### src/rtl/pkb_pkg.sv
// ----------------------------------------------------------------------------
// PackBits compressor package
// Shared constants, phase codes and transaction types of the compressor.
// ----------------------------------------------------------------------------
`default_nettype none

package pkb_pkg;

  localparam int unsigned ADDR_BITS_DEF = 16;
  localparam int unsigned CMD_DEPTH_DEF = 4;

  localparam logic ACT_DATA = 1'b0;
  localparam logic ACT_END  = 1'b1;

  localparam logic [1:0] PH_INITIAL = 2'd0;
  localparam logic [1:0] PH_LITERAL = 2'd1;
  localparam logic [1:0] PH_RUN     = 2'd2;
  localparam logic [1:0] PH_LITRUN  = 2'd3;

  localparam logic [7:0] CHUNK_MAX   = 8'd128;
  localparam logic [6:0] LIT_LAST    = 7'd127;
  localparam logic [6:0] MERGE_LIMIT = 7'd125;

  typedef struct packed {
    logic       action;
    logic [7:0] data_byte;
  } pkb_in_t;

  typedef struct packed {
    logic        write_valid;
    logic [15:0] write_addr;
    logic [7:0]  write_data;
    logic        stream_done;
    logic [15:0] output_length;
    logic        last_of_item;
  } pkb_out_t;

  typedef struct packed {
    logic       has_chunk;
    logic       is_end;
    logic [7:0] run_len;
    logic [7:0] run_byte;
  } pkb_cmd_t;

endpackage

`default_nettype wire

### src/rtl/pkb_front.sv
// ----------------------------------------------------------------------------
// PackBits run collector
// Gathers equal input bytes into a pending run and issues pack commands.
// ----------------------------------------------------------------------------
`default_nettype none

module pkb_front (
  input  wire logic              clk_i,
  input  wire logic              rst_ni,
  input  wire logic              in_accept_i,
  input  wire pkb_pkg::pkb_in_t  in_item_i,
  output logic                   cmd_push_o,
  output pkb_pkg::pkb_cmd_t      cmd_o
);
  import pkb_pkg::*;

  logic [7:0] byte_q, byte_d;
  logic [7:0] cnt_q, cnt_d;

  always_comb begin
    cmd_push_o = 1'b0;
    cmd_o      = '0;
    byte_d     = byte_q;
    cnt_d      = cnt_q;
    if (in_accept_i) begin
      if (in_item_i.action == ACT_END) begin
        cmd_push_o       = 1'b1;
        cmd_o.has_chunk  = (cnt_q != 8'd0);
        cmd_o.is_end     = 1'b1;
        cmd_o.run_len    = cnt_q;
        cmd_o.run_byte   = byte_q;
        cnt_d            = 8'd0;
        byte_d           = 8'd0;
      end else if (cnt_q == 8'd0) begin
        byte_d = in_item_i.data_byte;
        cnt_d  = 8'd1;
      end else if (in_item_i.data_byte == byte_q) begin
        if (cnt_q < CHUNK_MAX) begin
          cnt_d = cnt_q + 8'd1;
        end else begin
          cmd_push_o      = 1'b1;
          cmd_o.has_chunk = 1'b1;
          cmd_o.run_len   = CHUNK_MAX;
          cmd_o.run_byte  = byte_q;
          cnt_d           = 8'd1;
        end
      end else begin
        cmd_push_o      = 1'b1;
        cmd_o.has_chunk = 1'b1;
        cmd_o.run_len   = cnt_q;
        cmd_o.run_byte  = byte_q;
        byte_d          = in_item_i.data_byte;
        cnt_d           = 8'd1;
      end
    end
  end

  always_ff @(posedge clk_i or negedge rst_ni) begin
    if (!rst_ni) begin
      byte_q <= 8'd0;
      cnt_q  <= 8'd0;
    end else begin
      byte_q <= byte_d;
      cnt_q  <= cnt_d;
    end
  end

endmodule

`default_nettype wire

### src/rtl/pkb_cmd_fifo.sv
// ----------------------------------------------------------------------------
// PackBits command queue
// Short first-in first-out queue of pack commands between collector and packer.
// ----------------------------------------------------------------------------
`default_nettype none

module pkb_cmd_fifo #(
  parameter int unsigned DEPTH = pkb_pkg::CMD_DEPTH_DEF
) (
  input  wire logic              clk_i,
  input  wire logic              rst_ni,
  input  wire logic              push_i,
  input  wire pkb_pkg::pkb_cmd_t data_i,
  output logic                   full_o,
  output logic                   valid_o,
  output pkb_pkg::pkb_cmd_t      data_o,
  input  wire logic              pop_i
);
  import pkb_pkg::*;

  localparam int unsigned PW = (DEPTH > 1) ? $clog2(DEPTH) : 1;
  localparam int unsigned CW = $clog2(DEPTH + 1);

  pkb_cmd_t        mem_q [DEPTH];
  logic [PW-1:0]   wr_ptr_q, wr_ptr_d;
  logic [PW-1:0]   rd_ptr_q, rd_ptr_d;
  logic [CW-1:0]   cnt_q, cnt_d;
  logic            do_push, do_pop;

  assign full_o  = (cnt_q == CW'(DEPTH));
  assign valid_o = (cnt_q != '0);
  assign data_o  = mem_q[rd_ptr_q];
  assign do_push = push_i && !full_o;
  assign do_pop  = pop_i && valid_o;

  always_comb begin
    wr_ptr_d = wr_ptr_q;
    rd_ptr_d = rd_ptr_q;
    cnt_d    = cnt_q;
    if (do_push) begin
      wr_ptr_d = (wr_ptr_q == PW'(DEPTH - 1)) ? '0 : wr_ptr_q + PW'(1);
    end
    if (do_pop) begin
      rd_ptr_d = (rd_ptr_q == PW'(DEPTH - 1)) ? '0 : rd_ptr_q + PW'(1);
    end
    if (do_push && !do_pop) begin
      cnt_d = cnt_q + CW'(1);
    end else if (!do_push && do_pop) begin
      cnt_d = cnt_q - CW'(1);
    end
  end

  always_ff @(posedge clk_i) begin
    if (do_push) begin
      mem_q[wr_ptr_q] <= data_i;
    end
  end

  always_ff @(posedge clk_i or negedge rst_ni) begin
    if (!rst_ni) begin
      wr_ptr_q <= '0;
      rd_ptr_q <= '0;
      cnt_q    <= '0;
    end else begin
      wr_ptr_q <= wr_ptr_d;
      rd_ptr_q <= rd_ptr_d;
      cnt_q    <= cnt_d;
    end
  end

`ifndef ASSERT_OFF
  assert property (@(posedge clk_i) disable iff (!rst_ni) push_i |-> !full_o)
    else $error("Command pushed into a full queue.");
  assert property (@(posedge clk_i) disable iff (!rst_ni) cnt_q <= CW'(DEPTH))
    else $error("Command queue fill count out of range.");
  assert property (@(posedge clk_i) disable iff (!rst_ni)
                   (cnt_q == '0) |-> (wr_ptr_q == rd_ptr_q))
    else $error("Empty command queue with unequal pointers.");
`endif

endmodule

`default_nettype wire

### src/rtl/pkb_back.sv
// ----------------------------------------------------------------------------
// PackBits packer
// Turns pack commands into addressed byte writes, one write per cycle unless the receiver stalls.
// ----------------------------------------------------------------------------
`default_nettype none

module pkb_back #(
  parameter int unsigned ADDR_BITS = pkb_pkg::ADDR_BITS_DEF
) (
  input  wire logic              clk_i,
  input  wire logic              rst_ni,
  input  wire logic              cmd_valid_i,
  input  wire pkb_pkg::pkb_cmd_t cmd_i,
  output logic                   cmd_pop_o,
  output logic                   empty_o,
  output pkb_pkg::pkb_out_t      out_data_o,
  input  wire logic              pop_i
);
  import pkb_pkg::*;

  localparam int unsigned AW = ADDR_BITS;

  localparam logic [2:0] K_MARK   = 3'd0;
  localparam logic [2:0] K_REPEAT = 3'd1;
  localparam logic [2:0] K_START  = 3'd2;
  localparam logic [2:0] K_EXTEND = 3'd3;
  localparam logic [2:0] K_MERGE  = 3'd4;

  logic [1:0]    phase_q, phase_d;
  logic [AW-1:0] hdr_q, hdr_d;
  logic [6:0]    lcm_q, lcm_d;
  logic [AW-1:0] pos_q, pos_d;
  logic          pair_q, pair_d;
  logic [7:0]    lrb_q, lrb_d;
  logic          sub_q, sub_d;
  pkb_out_t      out_q, out_d;
  logic          out_valid_q, out_valid_d;

  logic          out_ready, emit, merge, last_step;
  logic [1:0]    eff_phase;
  logic [2:0]    kind;
  logic [AW-1:0] pos_p1, pos_p2, pos_m2;
  logic [6:0]    lcm_p1, lcm_p2;
  logic          w_valid;
  logic [AW-1:0] w_addr, w_len;
  logic [7:0]    w_data;
  logic [31:0]   addr_ext, len_ext;

  assign out_ready = !out_valid_q || pop_i;
  assign emit      = cmd_valid_i && out_ready;
  assign pos_p1    = pos_q + AW'(1);
  assign pos_p2    = pos_q + AW'(2);
  assign pos_m2    = pos_q - AW'(2);
  assign lcm_p1    = lcm_q + 7'd1;
  assign lcm_p2    = lcm_q + 7'd2;

  assign merge = (phase_q == PH_LITRUN) && (cmd_i.run_len == 8'd1) && pair_q &&
                 (lcm_q <= MERGE_LIMIT);
  assign eff_phase = ((phase_q == PH_LITRUN) && !merge) ? PH_RUN : phase_q;

  always_comb begin
    if (!cmd_i.has_chunk) begin
      kind = K_MARK;
    end else if (merge) begin
      kind = K_MERGE;
    end else if (cmd_i.run_len != 8'd1) begin
      kind = K_REPEAT;
    end else if (eff_phase == PH_LITERAL) begin
      kind = K_EXTEND;
    end else begin
      kind = K_START;
    end
  end

  assign last_step = (kind == K_MARK) || (sub_q && (kind != K_MERGE));
  assign cmd_pop_o = emit && last_step;

  always_comb begin
    w_valid = 1'b1;
    w_addr  = pos_q;
    w_data  = 8'd0;
    w_len   = pos_p1;
    case (kind)
      K_REPEAT: begin
        if (!sub_q) begin
          w_data = 8'd1 - cmd_i.run_len;
        end else begin
          w_addr = pos_p1;
          w_data = cmd_i.run_byte;
          w_len  = pos_p2;
        end
      end
      K_START: begin
        if (sub_q) begin
          w_addr = pos_p1;
          w_data = cmd_i.run_byte;
          w_len  = pos_p2;
        end
      end
      K_EXTEND: begin
        if (!sub_q) begin
          w_data = cmd_i.run_byte;
        end else begin
          w_addr = hdr_q;
          w_data = {1'b0, lcm_p1};
        end
      end
      K_MERGE: begin
        w_len = pos_q;
        if (!sub_q) begin
          w_addr = hdr_q;
          w_data = {1'b0, lcm_p2};
        end else begin
          w_addr = pos_m2;
          w_data = lrb_q;
        end
      end
      default: begin
        w_valid = 1'b0;
        w_addr  = '0;
        w_len   = pos_q;
      end
    endcase
  end

  assign addr_ext = 32'(w_addr);
  assign len_ext  = 32'(w_len);

  always_comb begin
    out_d               = out_q;
    out_valid_d         = out_valid_q;
    if (emit) begin
      out_d.write_valid   = w_valid;
      out_d.write_addr    = addr_ext[15:0];
      out_d.write_data    = w_data;
      out_d.stream_done   = last_step && cmd_i.is_end;
      out_d.output_length = len_ext[15:0];
      out_d.last_of_item  = last_step;
      out_valid_d         = 1'b1;
    end else if (pop_i) begin
      out_valid_d = 1'b0;
    end
  end

  always_comb begin
    phase_d = phase_q;
    hdr_d   = hdr_q;
    lcm_d   = lcm_q;
    pos_d   = pos_q;
    pair_d  = pair_q;
    lrb_d   = lrb_q;
    sub_d   = sub_q;
    if (emit) begin
      sub_d = !sub_q && (kind != K_MARK);
      if (sub_q) begin
        case (kind)
          K_REPEAT: begin
            pos_d   = pos_p2;
            pair_d  = (cmd_i.run_len == 8'd2);
            lrb_d   = cmd_i.run_byte;
            phase_d = (eff_phase == PH_LITERAL) ? PH_LITRUN : PH_RUN;
          end
          K_START: begin
            hdr_d   = pos_q;
            lcm_d   = 7'd0;
            pos_d   = pos_p2;
            phase_d = PH_LITERAL;
          end
          K_EXTEND: begin
            lcm_d   = lcm_p1;
            pos_d   = pos_p1;
            phase_d = (lcm_p1 == LIT_LAST) ? PH_INITIAL : PH_LITERAL;
          end
          K_MERGE: begin
            lcm_d   = lcm_p2;
            phase_d = (lcm_p2 == LIT_LAST) ? PH_INITIAL : PH_LITERAL;
          end
          default: begin
            phase_d = phase_q;
          end
        endcase
      end
      if (last_step && cmd_i.is_end) begin
        phase_d = PH_INITIAL;
        hdr_d   = '0;
        lcm_d   = 7'd0;
        pos_d   = '0;
        pair_d  = 1'b0;
        lrb_d   = 8'd0;
        sub_d   = 1'b0;
      end
    end
  end

  always_ff @(posedge clk_i or negedge rst_ni) begin
    if (!rst_ni) begin
      phase_q     <= PH_INITIAL;
      hdr_q       <= '0;
      lcm_q       <= 7'd0;
      pos_q       <= '0;
      pair_q      <= 1'b0;
      lrb_q       <= 8'd0;
      sub_q       <= 1'b0;
      out_valid_q <= 1'b0;
    end else begin
      phase_q     <= phase_d;
      hdr_q       <= hdr_d;
      lcm_q       <= lcm_d;
      pos_q       <= pos_d;
      pair_q      <= pair_d;
      lrb_q       <= lrb_d;
      sub_q       <= sub_d;
      out_valid_q <= out_valid_d;
    end
  end

  always_ff @(posedge clk_i) begin
    out_q <= out_d;
  end

  assign empty_o    = !out_valid_q;
  assign out_data_o = out_q;

`ifndef ASSERT_OFF
  assert property (@(posedge clk_i) disable iff (!rst_ni)
                   (phase_q == PH_LITERAL) |-> (lcm_q != LIT_LAST))
    else $error("Open literal already holds the maximum count.");
  assert property (@(posedge clk_i) disable iff (!rst_ni)
                   (emit && sub_q && (kind == K_MERGE)) |=> (cmd_valid_i && !sub_q))
    else $error("Merged pair was not followed by its literal step.");
  assert property (@(posedge clk_i) disable iff (!rst_ni)
                   (out_valid_q && out_q.stream_done) |-> out_q.last_of_item)
    else $error("End of stream not on the last write of a transaction.");
  assert property (@(posedge clk_i) disable iff (!rst_ni)
                   (emit && last_step && cmd_i.is_end) |=>
                   ((pos_q == '0) && (phase_q == PH_INITIAL)))
    else $error("Packer state not cleared after end of stream.");
`endif

endmodule

`default_nettype wire

### src/rtl/packbits_compressor.sv
// ----------------------------------------------------------------------------
// PackBits compressor
// Byte stream in, PackBits output out as addressed byte writes.
// ----------------------------------------------------------------------------
// Input transactions carry one data byte or an end-of-stream mark; they are
// taken when push is high and full is low. Result transactions are byte
// writes (address, data, running length) and are taken when pop is high and
// empty is low. A literal's count byte is rewritten at its header address
// each time the literal grows, so the receiver must honour every address.
// An end item flushes the pending run, tags its last write with stream_done
// and restarts addressing at zero; with nothing pending it yields one empty
// marker transaction. Every input that yields results has last_of_item set
// on its final write. An item's writes pass the command queue and the output
// register. The collector takes one item per cycle while full is low; the
// packer issues one write per cycle unless the receiver stalls, two for a
// finished run or single byte and four when a pair is folded into a literal.
// Bytes that only lengthen a run produce nothing. The command queue absorbs
// bursts and a stalled receiver holds the output register; full rises once
// the queue is full. Reset clears all run, literal and address state.
// ----------------------------------------------------------------------------
`default_nettype none

module packbits_compressor #(
  parameter int unsigned ADDR_BITS = pkb_pkg::ADDR_BITS_DEF,
  parameter int unsigned CMD_DEPTH = pkb_pkg::CMD_DEPTH_DEF
) (
  input  wire logic             clk_i,
  input  wire logic             rst_ni,
  input  wire logic             push,
  input  wire pkb_pkg::pkb_in_t in_data_i,
  output logic                  full,
  output logic                  empty,
  output pkb_pkg::pkb_out_t     out_data_o,
  input  wire logic             pop
);
  import pkb_pkg::*;

  logic     in_accept;
  logic     cmd_push, cmd_valid, cmd_pop;
  pkb_cmd_t cmd_in, cmd_head;

  assign in_accept = push && !full;

  pkb_front u_front (
    .clk_i       (clk_i),
    .rst_ni      (rst_ni),
    .in_accept_i (in_accept),
    .in_item_i   (in_data_i),
    .cmd_push_o  (cmd_push),
    .cmd_o       (cmd_in)
  );

  pkb_cmd_fifo #(
    .DEPTH (CMD_DEPTH)
  ) u_cmd_fifo (
    .clk_i   (clk_i),
    .rst_ni  (rst_ni),
    .push_i  (cmd_push),
    .data_i  (cmd_in),
    .full_o  (full),
    .valid_o (cmd_valid),
    .data_o  (cmd_head),
    .pop_i   (cmd_pop)
  );

  pkb_back #(
    .ADDR_BITS (ADDR_BITS)
  ) u_back (
    .clk_i       (clk_i),
    .rst_ni      (rst_ni),
    .cmd_valid_i (cmd_valid),
    .cmd_i       (cmd_head),
    .cmd_pop_o   (cmd_pop),
    .empty_o     (empty),
    .out_data_o  (out_data_o),
    .pop_i       (pop)
  );

endmodule

`default_nettype wire

### config.mk
export PLATFORM = sky130hd
export DESIGN_NAME = packbits_compressor
export DESIGN_NICKNAME = d
export VERILOG_FILES = /design/src/rtl/pkb_pkg.sv /design/src/rtl/pkb_front.sv /design/src/rtl/pkb_cmd_fifo.sv /design/src/rtl/pkb_back.sv /design/src/rtl/packbits_compressor.sv
export SDC_FILE = /design/constraint.sdc
export NUM_CORES = 1
export LEC_CHECK = 0
export BUFFER_PORTS_ARGS = -buffer_cell sky130_fd_sc_hd__buf_4
export CORE_MARGIN = 3
export CORE_UTILIZATION = 35
export CTS_BUF_LIST = sky130_fd_sc_hd__clkbuf_4 sky130_fd_sc_hd__clkbuf_8
export CTS_CLUSTER_SIZE = 25
export DETAILED_ROUTE_END_ITERATION = 8
export MAX_ROUTING_LAYER = met4
export PLACE_DENSITY = 0.57
export SKIP_LAST_GASP = 1
export SLEW_MARGIN = 0
export SYNTH_ARGS = -nofsm -noshare
export SYNTH_HDL_FRONTEND = slang
export SYNTH_SLANG_ARGS = --single-unit
### constraint.sdc
create_clock -name clk_i -period 6 [get_ports clk_i]
set_input_delay 0.6 -clock clk_i [delete_from_list [all_inputs] [get_ports clk_i]]
set_output_delay 0.6 -clock clk_i [all_outputs]
set_load 0.02 [all_outputs]
==> Word level (Yosys, flattened, before mapping) <==
Memory sizes are Yosys's and may differ from the RTL's.
Index checks and enable logic that the tools add are counted.
{ "totals": {"reg_bits": 118, "ramBits": 72, "output_inout_bits": 45, "elab_cells": 159, "mem_count": 1} }
{ "memory_table": {"columns": ["memory", "depth", "width", "rd", "rd_ports_with_merged_regs", "wr", "line_no", "text"], "rows": [
  ["u_cmd_fifo.mem_q", 4, 18, 1, 0, 1, "pkb_cmd_fifo.sv:24", "pkb_cmd_t mem_q [DEPTH];"]
]} }
{ "op_classes": {"add_sub_neg": 11, "n_lt_le_gt_ge": 2, "eq_ne": 17, "mux": 66, "n_reduce_logical": 43} }
{ "ops": {"columns": ["cell", "count"], "rows": [
  ["$mux W16", 13],
  ["$mux W8", 14],
  ["$pmux W16 S2", 2],
  ["$pmux W16 S3", 1],
  ["$pmux W8 S4", 1],
  ["$pmux W7 S3", 1],
  ["$mux W1", 20],
  ["$mux W18", 1],
  ["$add A16 B1 Y16 const B", 1],
  ["$add A16 B2 Y16 const B", 1],
  ["$sub A16 B2 Y16 const B", 1],
  ["$mux W3", 5],
  ["$reduce_and A3 Y1", 5],
  ["$eq A7 B7 Y1 const B", 2],
  ["$logic_and A1 B1 Y1", 14],
  ["$mux W7", 2],
  ["$mux W2", 5],
  ["$reduce_bool A2 Y1", 5],
  ["$reduce_bool A3 Y1", 3],
  ["$add A8 B1 Y8 const B", 1],
  ["$eq A8 B1 Y1 const B", 1],
  ["$eq A8 B2 Y1 const B", 1],
  ["$eq A8 B8 Y1", 1],
  ["$logic_not A8 Y1", 1],
  ["other kinds (26)", 37]
]} }

==> Logic depth before layout (Yosys ltp) <==
An unclocked memory read counts as a cell.
{ "logic_depth": {"depth_word": 21, "depth_mapped": 17, "ltp_nobuf": 14} }

==> Hierarchy <==
A second synthesis with hierarchy kept.
{ "unflattened": {"hier_cells": 998, "area_unflattened_um2": 10553.9} }
{ "modules_own_cells": {"columns": ["module", "instances", "cells_each", "area_per_inst_um2", "seq_area_each_um2"], "rows": [
  ["pkb_back", 1, 720, 6236.0, 2592.5],
  ["pkb_cmd_fifo", 1, 131, 3049.2, 2337.2],
  ["pkb_front", 1, 146, 1255.0, 400.4],
  ["packbits_compressor", 1, 1, 13.8, 0.0]
]} }

==> Worst setup path after synthesis <==
Ideal clock, no wire load.
{ "synth_path": {"path_type": "reg-to-reg", "startpoint": "register u_cmd_fifo.rd_ptr_q[1]", "endpoint": "register u_cmd_fifo.cnt_q[2]", "arrival_time_ns": 3.742, "path_slack_ns": 2.179, "path_stages_with_launch": 18, "path_buffers": 3, "synth_period_minus_slack_ns": 3.821, "cell_sequence": "dfrtp_1 > buf_2 > buf_2 > buf_1 > mux4_2 > inv_1 > ha_1 > nand4_1 > a211o_1 > o21ai_0 > a21oi_1 > inv_1 > ha_1 > inv_1 > fa_1 > xor2_1 > nor2_1 > xor2_1"} }
{ "synth_between": {"elab_chain_len": 21, "word_cells_on_any_way": 25, "cone_classes": "eq/ne: 4; mux: 6; reduce/logical: 14; memory: 1"} }
{ "synth_lines": {"columns": ["item", "line_no", "text"], "rows": [
  ["from (decl)", "pkb_cmd_fifo.sv:26", "logic [PW-1:0] rd_ptr_q, rd_ptr_d;"],
  ["from (signal assigned)", "pkb_cmd_fifo.sv:66", "rd_ptr_q <= rd_ptr_d;"],
  ["$mem_v2 Z4 W18 *", null, null],
  ["$eq A8 B1 Y1", "pkb_back.sv:57", "assign merge = (phase_q == PH_LITRUN) && (cmd_i.run_len == 8'd1) && pair_q &&"],
  ["$logic_and A1 B1 Y1 (3 in series)", "pkb_back.sv:57", null],
  ["$logic_not A1 Y1", "pkb_back.sv:59", "assign eff_phase = ((phase_q == PH_LITRUN) && !merge) ? PH_RUN : phase_q;"],
  ["$logic_and A1 B1 Y1", "pkb_back.sv:59", null],
  ["$mux W2", "pkb_back.sv:59", null],
  ["$eq A2 B1 Y1", "pkb_back.sv:68", "end else if (eff_phase == PH_LITERAL) begin"],
  ["$mux W1", "pkb_back.sv:68", null],
  ["[3 not listed]", null, null],
  ["$ne A3 B3 Y1", "pkb_back.sv:75", "assign last_step = (kind == K_MARK) || (sub_q && (kind != K_MERGE));"],
  ["$logic_and A1 B1 Y1", "pkb_back.sv:75", null],
  ["$logic_or A1 B1 Y1 *", "pkb_back.sv:75", null],
  ["$logic_and A1 B1 Y1 *", "pkb_back.sv:76", "assign cmd_pop_o = emit && last_step;"],
  ["$logic_and A1 B1 Y1 *", "pkb_cmd_fifo.sv:34", "assign do_pop = pop_i && valid_o;"],
  ["$logic_not A1 Y1", "pkb_cmd_fifo.sv:46", "if (do_push && !do_pop) begin"],
  ["$logic_and A1 B1 Y1", "pkb_cmd_fifo.sv:46", null],
  ["$mux W3 or $reduce_bool A2 Y1 (tied branches)", null, null],
  ["to (signal assigned)", "pkb_cmd_fifo.sv:67", "cnt_q <= cnt_d;"],
  ["to (decl)", "pkb_cmd_fifo.sv:27", "logic [CW-1:0] cnt_q, cnt_d;"]
]} }
Every way passes the cells marked *; elsewhere a longest branch is shown, timed or not.
A chain may end at the register's enable or synchronous reset.

==> Worst setup path in the final report <==
{ "layout_path": {"startpoint": "register u_cmd_fifo.rd_ptr_q[0]", "endpoint": "register u_back.lrb_q[2]"} }
{ "layout_between": {"elab_chain_len": 19, "word_cells_on_any_way": 26, "cone_classes": "eq/ne: 5; mux: 8; reduce/logical: 12; memory: 1"} }
{ "layout_lines": {"columns": ["item", "line_no", "text"], "rows": [
  ["$mem_v2 Z4 W18 *", null, null],
  ["$eq A8 B1 Y1", "pkb_back.sv:57", null],
  ["$logic_and A1 B1 Y1 (3 in series)", "pkb_back.sv:57", null],
  ["$logic_not A1 Y1", "pkb_back.sv:59", null],
  ["$logic_and A1 B1 Y1", "pkb_back.sv:59", null],
  ["$mux W2", "pkb_back.sv:59", null],
  ["$eq A2 B1 Y1", "pkb_back.sv:68", null],
  ["$mux W1", "pkb_back.sv:68", null],
  ["$mux W3", "pkb_back.sv:66", "end else if (cmd_i.run_len != 8'd1) begin"],
  ["$mux W3", "pkb_back.sv:64", "end else if (merge) begin"],
  ["$mux W3", "pkb_back.sv:62", "if (!cmd_i.has_chunk) begin"],
  ["$ne A3 B3 Y1", "pkb_back.sv:75", null],
  ["$logic_and A1 B1 Y1", "pkb_back.sv:75", null],
  ["$logic_or A1 B1 Y1", "pkb_back.sv:75", null],
  ["$logic_and A1 B1 Y1", "pkb_back.sv:183", "if (last_step && cmd_i.is_end) begin"],
  ["$reduce_bool A2 Y1 (no line)", null, null],
  ["$reduce_and A3 Y1 (no line)", null, null],
  ["to (signal assigned)", "pkb_back.sv:211", "lrb_q <= lrb_d;"],
  ["to (decl)", "pkb_back.sv:34", "logic [7:0] lrb_q, lrb_d;"]
]} }
Every way passes the cells marked *; elsewhere a longest branch is shown, timed or not. The select of a mux whose other input is x is not followed.

==> reports/metrics.yaml <==
run_status:
  status: "finished, final reports clean"
synthesis:
  ys.flop_type: "edfxtp_1"
  synth_most_common_cell: "edfxtp_1"
  synth_adder_area_share_pct: 2.317
  async_flop_share_pct: 39.47
  synth_simple_gate_area_share_pct: 13.24
  synth_warnings: 0
  synthCells: 908
  ys_types: 79
  ys_seq_area_share_pct: 53.06
  syn_area_per_cell_sq_um: 11.06
  yosysTopAreaCell: "edfxtp_1"
  ys_seq_elements: 190
  synth-compound-area-share_pct: 17.07
  synth_xor_area_share_pct: 4.796
  synth_common_cells: "edfxtp_1 (115), nand2_1 (80), dfrtp_1 (75)"
  syn_nets: 939
  syn_area_sq_mm: 0.01004
  yosys.area.top_type_share_pct: 34.38
  synth_mux_area_share_pct: 5.805
  netlist_top_cells_area: "edfxtp_1 (34%), dfrtp_1 (19%), mux4_2 (3.8%), xor2_1 (3.3%), a22o_1 (3.1%)"
  synth_top_family_by_area: "compound AO/OA/AOI/OAI gates"
  synth-edff-count: 115
worst_setup_path:
  critPathKind: "flip-flop to flip-flop"
  crit_arrival_ns: 5.17
  critPathRequiredTime_ns: 6.40
  critical-path-slowest-cell: "a211oi_2"
  max_stage_delay_ns: 0.84
  crit_buf_inv: 3
  crit_path_frequent_cell: "inv_1"
  worstSetupStartpointType: "flip-flop"
  crit_family: "compound AO/OA/AOI/OAI gates"
  cp-end-kind: "flip-flop"
  crit_chain: "buf_4, mux4_2, inv_1, ha_1, nand4_1, a211oi_2, a21oi_1, o21ai_2, inv_1, nor2_1, a22o_1"
  path_max_fanout: 14
job:
  drv_cap: 0
power:
  peakVddDrop_v: 0.0001691
  internal_power_w: 0.002855
  p_comb_share_pct: 43.1
  p_switching_w: 0.002039
  swShare_pct: 41.67
  p_leak_nw: 4.339
  clock_power_share_pct: 16.9
  powerDensity_mw_per_mm2: 436.9
  p_seq_share_pct: 40.0
clock_tree:
  cts.sinks: 190
  cts_root_buf: "clkbuf_8"
  cts_buffers: 17
  cts_tree: "yes"
  clock_latency_ns: 0.47
  postCtsSetupBuffers: 0
  clk_pin_slew_worst_paths_ns: 0.11
  ctsHtreeMaxLevel: 4
  clk_path_buf_depth: 2
grt:
  grt_start_max_net_pins: 57
  antenna_found_initial: 0
  grt_usage_pct: 17.98
  grt_overflow: 0
  grt_pass1_wl_mm: 42.22
  grt_pass1_vias: 7274
place:
  hpwlAfterDp_mm: 17.85
  gp_congestion: 0.8845
  io_buffers: 57
route:
  antenna_left: 0
  drc: 0
  num_vias: 7355
  via_per_inst: 5.538
  wl_mm: 26.34
  wl_per_cell_um: 19.83
  drt_first_pass_iters: 5
  drt_iter0_markers: 653
timing:
  worst_pin_slew_ns: 1.140
  relSlewSlack_pct: 23.98
  final-max-slew-violation-count: 0
  fin_crit_ns: 4.766
  skew_ns: 0.01924
  setup_violations: 0
  fin_tns_setup_ns: 0
  min_period_over_period_pct: 79.43
  max_freq_mhz: 209.8
  rsz0062_at_grt: "no"
  finalHoldViolCount: 0
  final.hold.worst_slack_ns: 0.3480
worst_hold_path:
  hold_class: "primary input to flip-flop"
layout:
  fin_nets: 968
  diodes: 0
  fillers: 2742
  drive_above_1_share_pct: 14.74
  area_delta_synth_final_pct: 11.52
floorplan:
  pin_count: 58
  core_area_sq_mm: 0.02801
  die_h_um: 175.4
  rows: 61
  initial_utilization_pct: 35.86
  die-width_um: 175.4
  dieArea_sq_mm: 0.03077
==> metal layers <==
layer  GRT usage (%)  routed length [um]
met5               -                   0
met4           6.882                 784
met3           2.853                1141
met2           28.62               12900
met1           23.22               11520
==> power by group through the flow <==
stage | sequential (W) | clock (W) | combinational, W
final | 0.00196 | 0.000826 | 0.00211
after global routing | 0.00200 | 0.000897 | 0.00230
after CTS | 0.00197 | 0.000853 | 0.00212
after detailed placement | 0.00200 | 0 | 0.00211
after global placement | 0.00199 | 0 | 0.00209
after floorplan | 0.00205 | 0 | 0.00131
==> path summary, 6_finish.rpt <==
check / startpoint / endpoint / slack (ns) / cells past startpoint
min reg2reg: u_cmd_fifo.cnt_q[2]$_DFFE_PN0P_ / u_cmd_fifo.cnt_q[2]$_DFFE_PN0P_ / 0.48 / 1
max: u_cmd_fifo.rd_ptr_q[0]$_DFFE_PN0P_ / u_back.lrb_q[2]$_DFFE_PN0P_ / 1.23 / 11
max reg2reg: u_cmd_fifo.rd_ptr_q[0]$_DFFE_PN0P_ / u_back.lrb_q[2]$_DFFE_PN0P_ / 1.23 / 11
max in group asynchronous: rst_ni / u_back.lrb_q[2]$_DFFE_PN0P_ / 4.34 / 3
min in group asynchronous: rst_ni / u_back.hdr_q[2]$_DFFE_PN0P_ / 0.56 / 2
min: in_data_i[2] / u_front.byte_q[2]$_DFFE_PN0P_ / 0.35 / 2
==> sequential cells by signal, summed over array words and instances, names as in the netlist, 2 cells and up <==
name,cells
u_cmd_fifo.mem_q,72
u_back.out_data_o,43
u_back.hdr_q,16
u_back.pos_q,16
u_back.lrb_q,8
u_front.byte_q,8
u_front.cnt_q,8
u_back.lcm_q,7
u_cmd_fifo.cnt_q,3
u_back.phase_q,2
u_cmd_fifo.rd_ptr_q,2
u_cmd_fifo.wr_ptr_q,2
==> kinds of logic after synthesis <==
kind of cell / after synthesis
and+or+nand+nor: 272
AOI/OAI and AO/OA: 245
DFF: 190
buffers and inverters: 92
xor gates and xnor gates: 55
muxes: 36
adders and majority gates: 18
==> placed cells by master, fill, tap and decap left out, types with 5 or more instances in the layout <==
cell	n
buf_4	73
a22o_1	36
a22oi_1	9
inv_6	6
clkbuf_8	18
a221oi_1	14
nor4_1	7
and3_1	7
a31oi_1	18
xor2_1	38
nor2_1	58
o21ai_0	53
nand2_1	80
o22ai_1	6
ha_1	17
nand4_1	11
nand2b_1	7
edfxtp_1	115
nor3_1	22
dfrtp_1	75
nand3_1	23
mux2i_1	11
a21o_1	11
xnor2_1	17
inv_1	26
and2_1	30
a211oi_1	7
mux2_2	8
a21oi_1	38
or4_1	5
mux4_2	17
o31ai_1	7
==> final cells by class <==
type	instances	area, sq um	share of cell area [%]
multi-input combinational	626	4359	38.91
sequential	190	5330	47.58
inverter	28	105.1	0.9382
clock inverter	13	121.4	1.083
tap	378	473.0	4.222
clock buffer	19	255.2	2.279
timing repair buffer	74	558.0	4.982
==> timing repair <==
item                                    4_1_cts  5_1_grt
hold buffers                                  1        0
endpoints found under the hold margin        18        0
gates resized for setup                       0        0
endpoints found under the setup margin        0        0
==> through the flow <==
stage / setup WS (ns) / utilization, % / total power [W] / instances / instance area [sq um]
2_1_floorplan: 2.179 / - / 0.003353 / 908 / 10040
3_3_place_gp: 1.493 / 38.61 / 0.004083 / 1295 / 10820
3_5_place_dp: 1.273 / 38.61 / 0.004110 / 1295 / 10820
4_1_cts: 1.213 / 39.99 / 0.004944 / 1328 / 11200
5_1_grt: 0.7990 / 39.99 / 0.005197 / 1328 / 11200
6_report: 1.234 / 39.99 / 0.004894 / 1328 / 11200
Power figures use the tool's default switching activity.
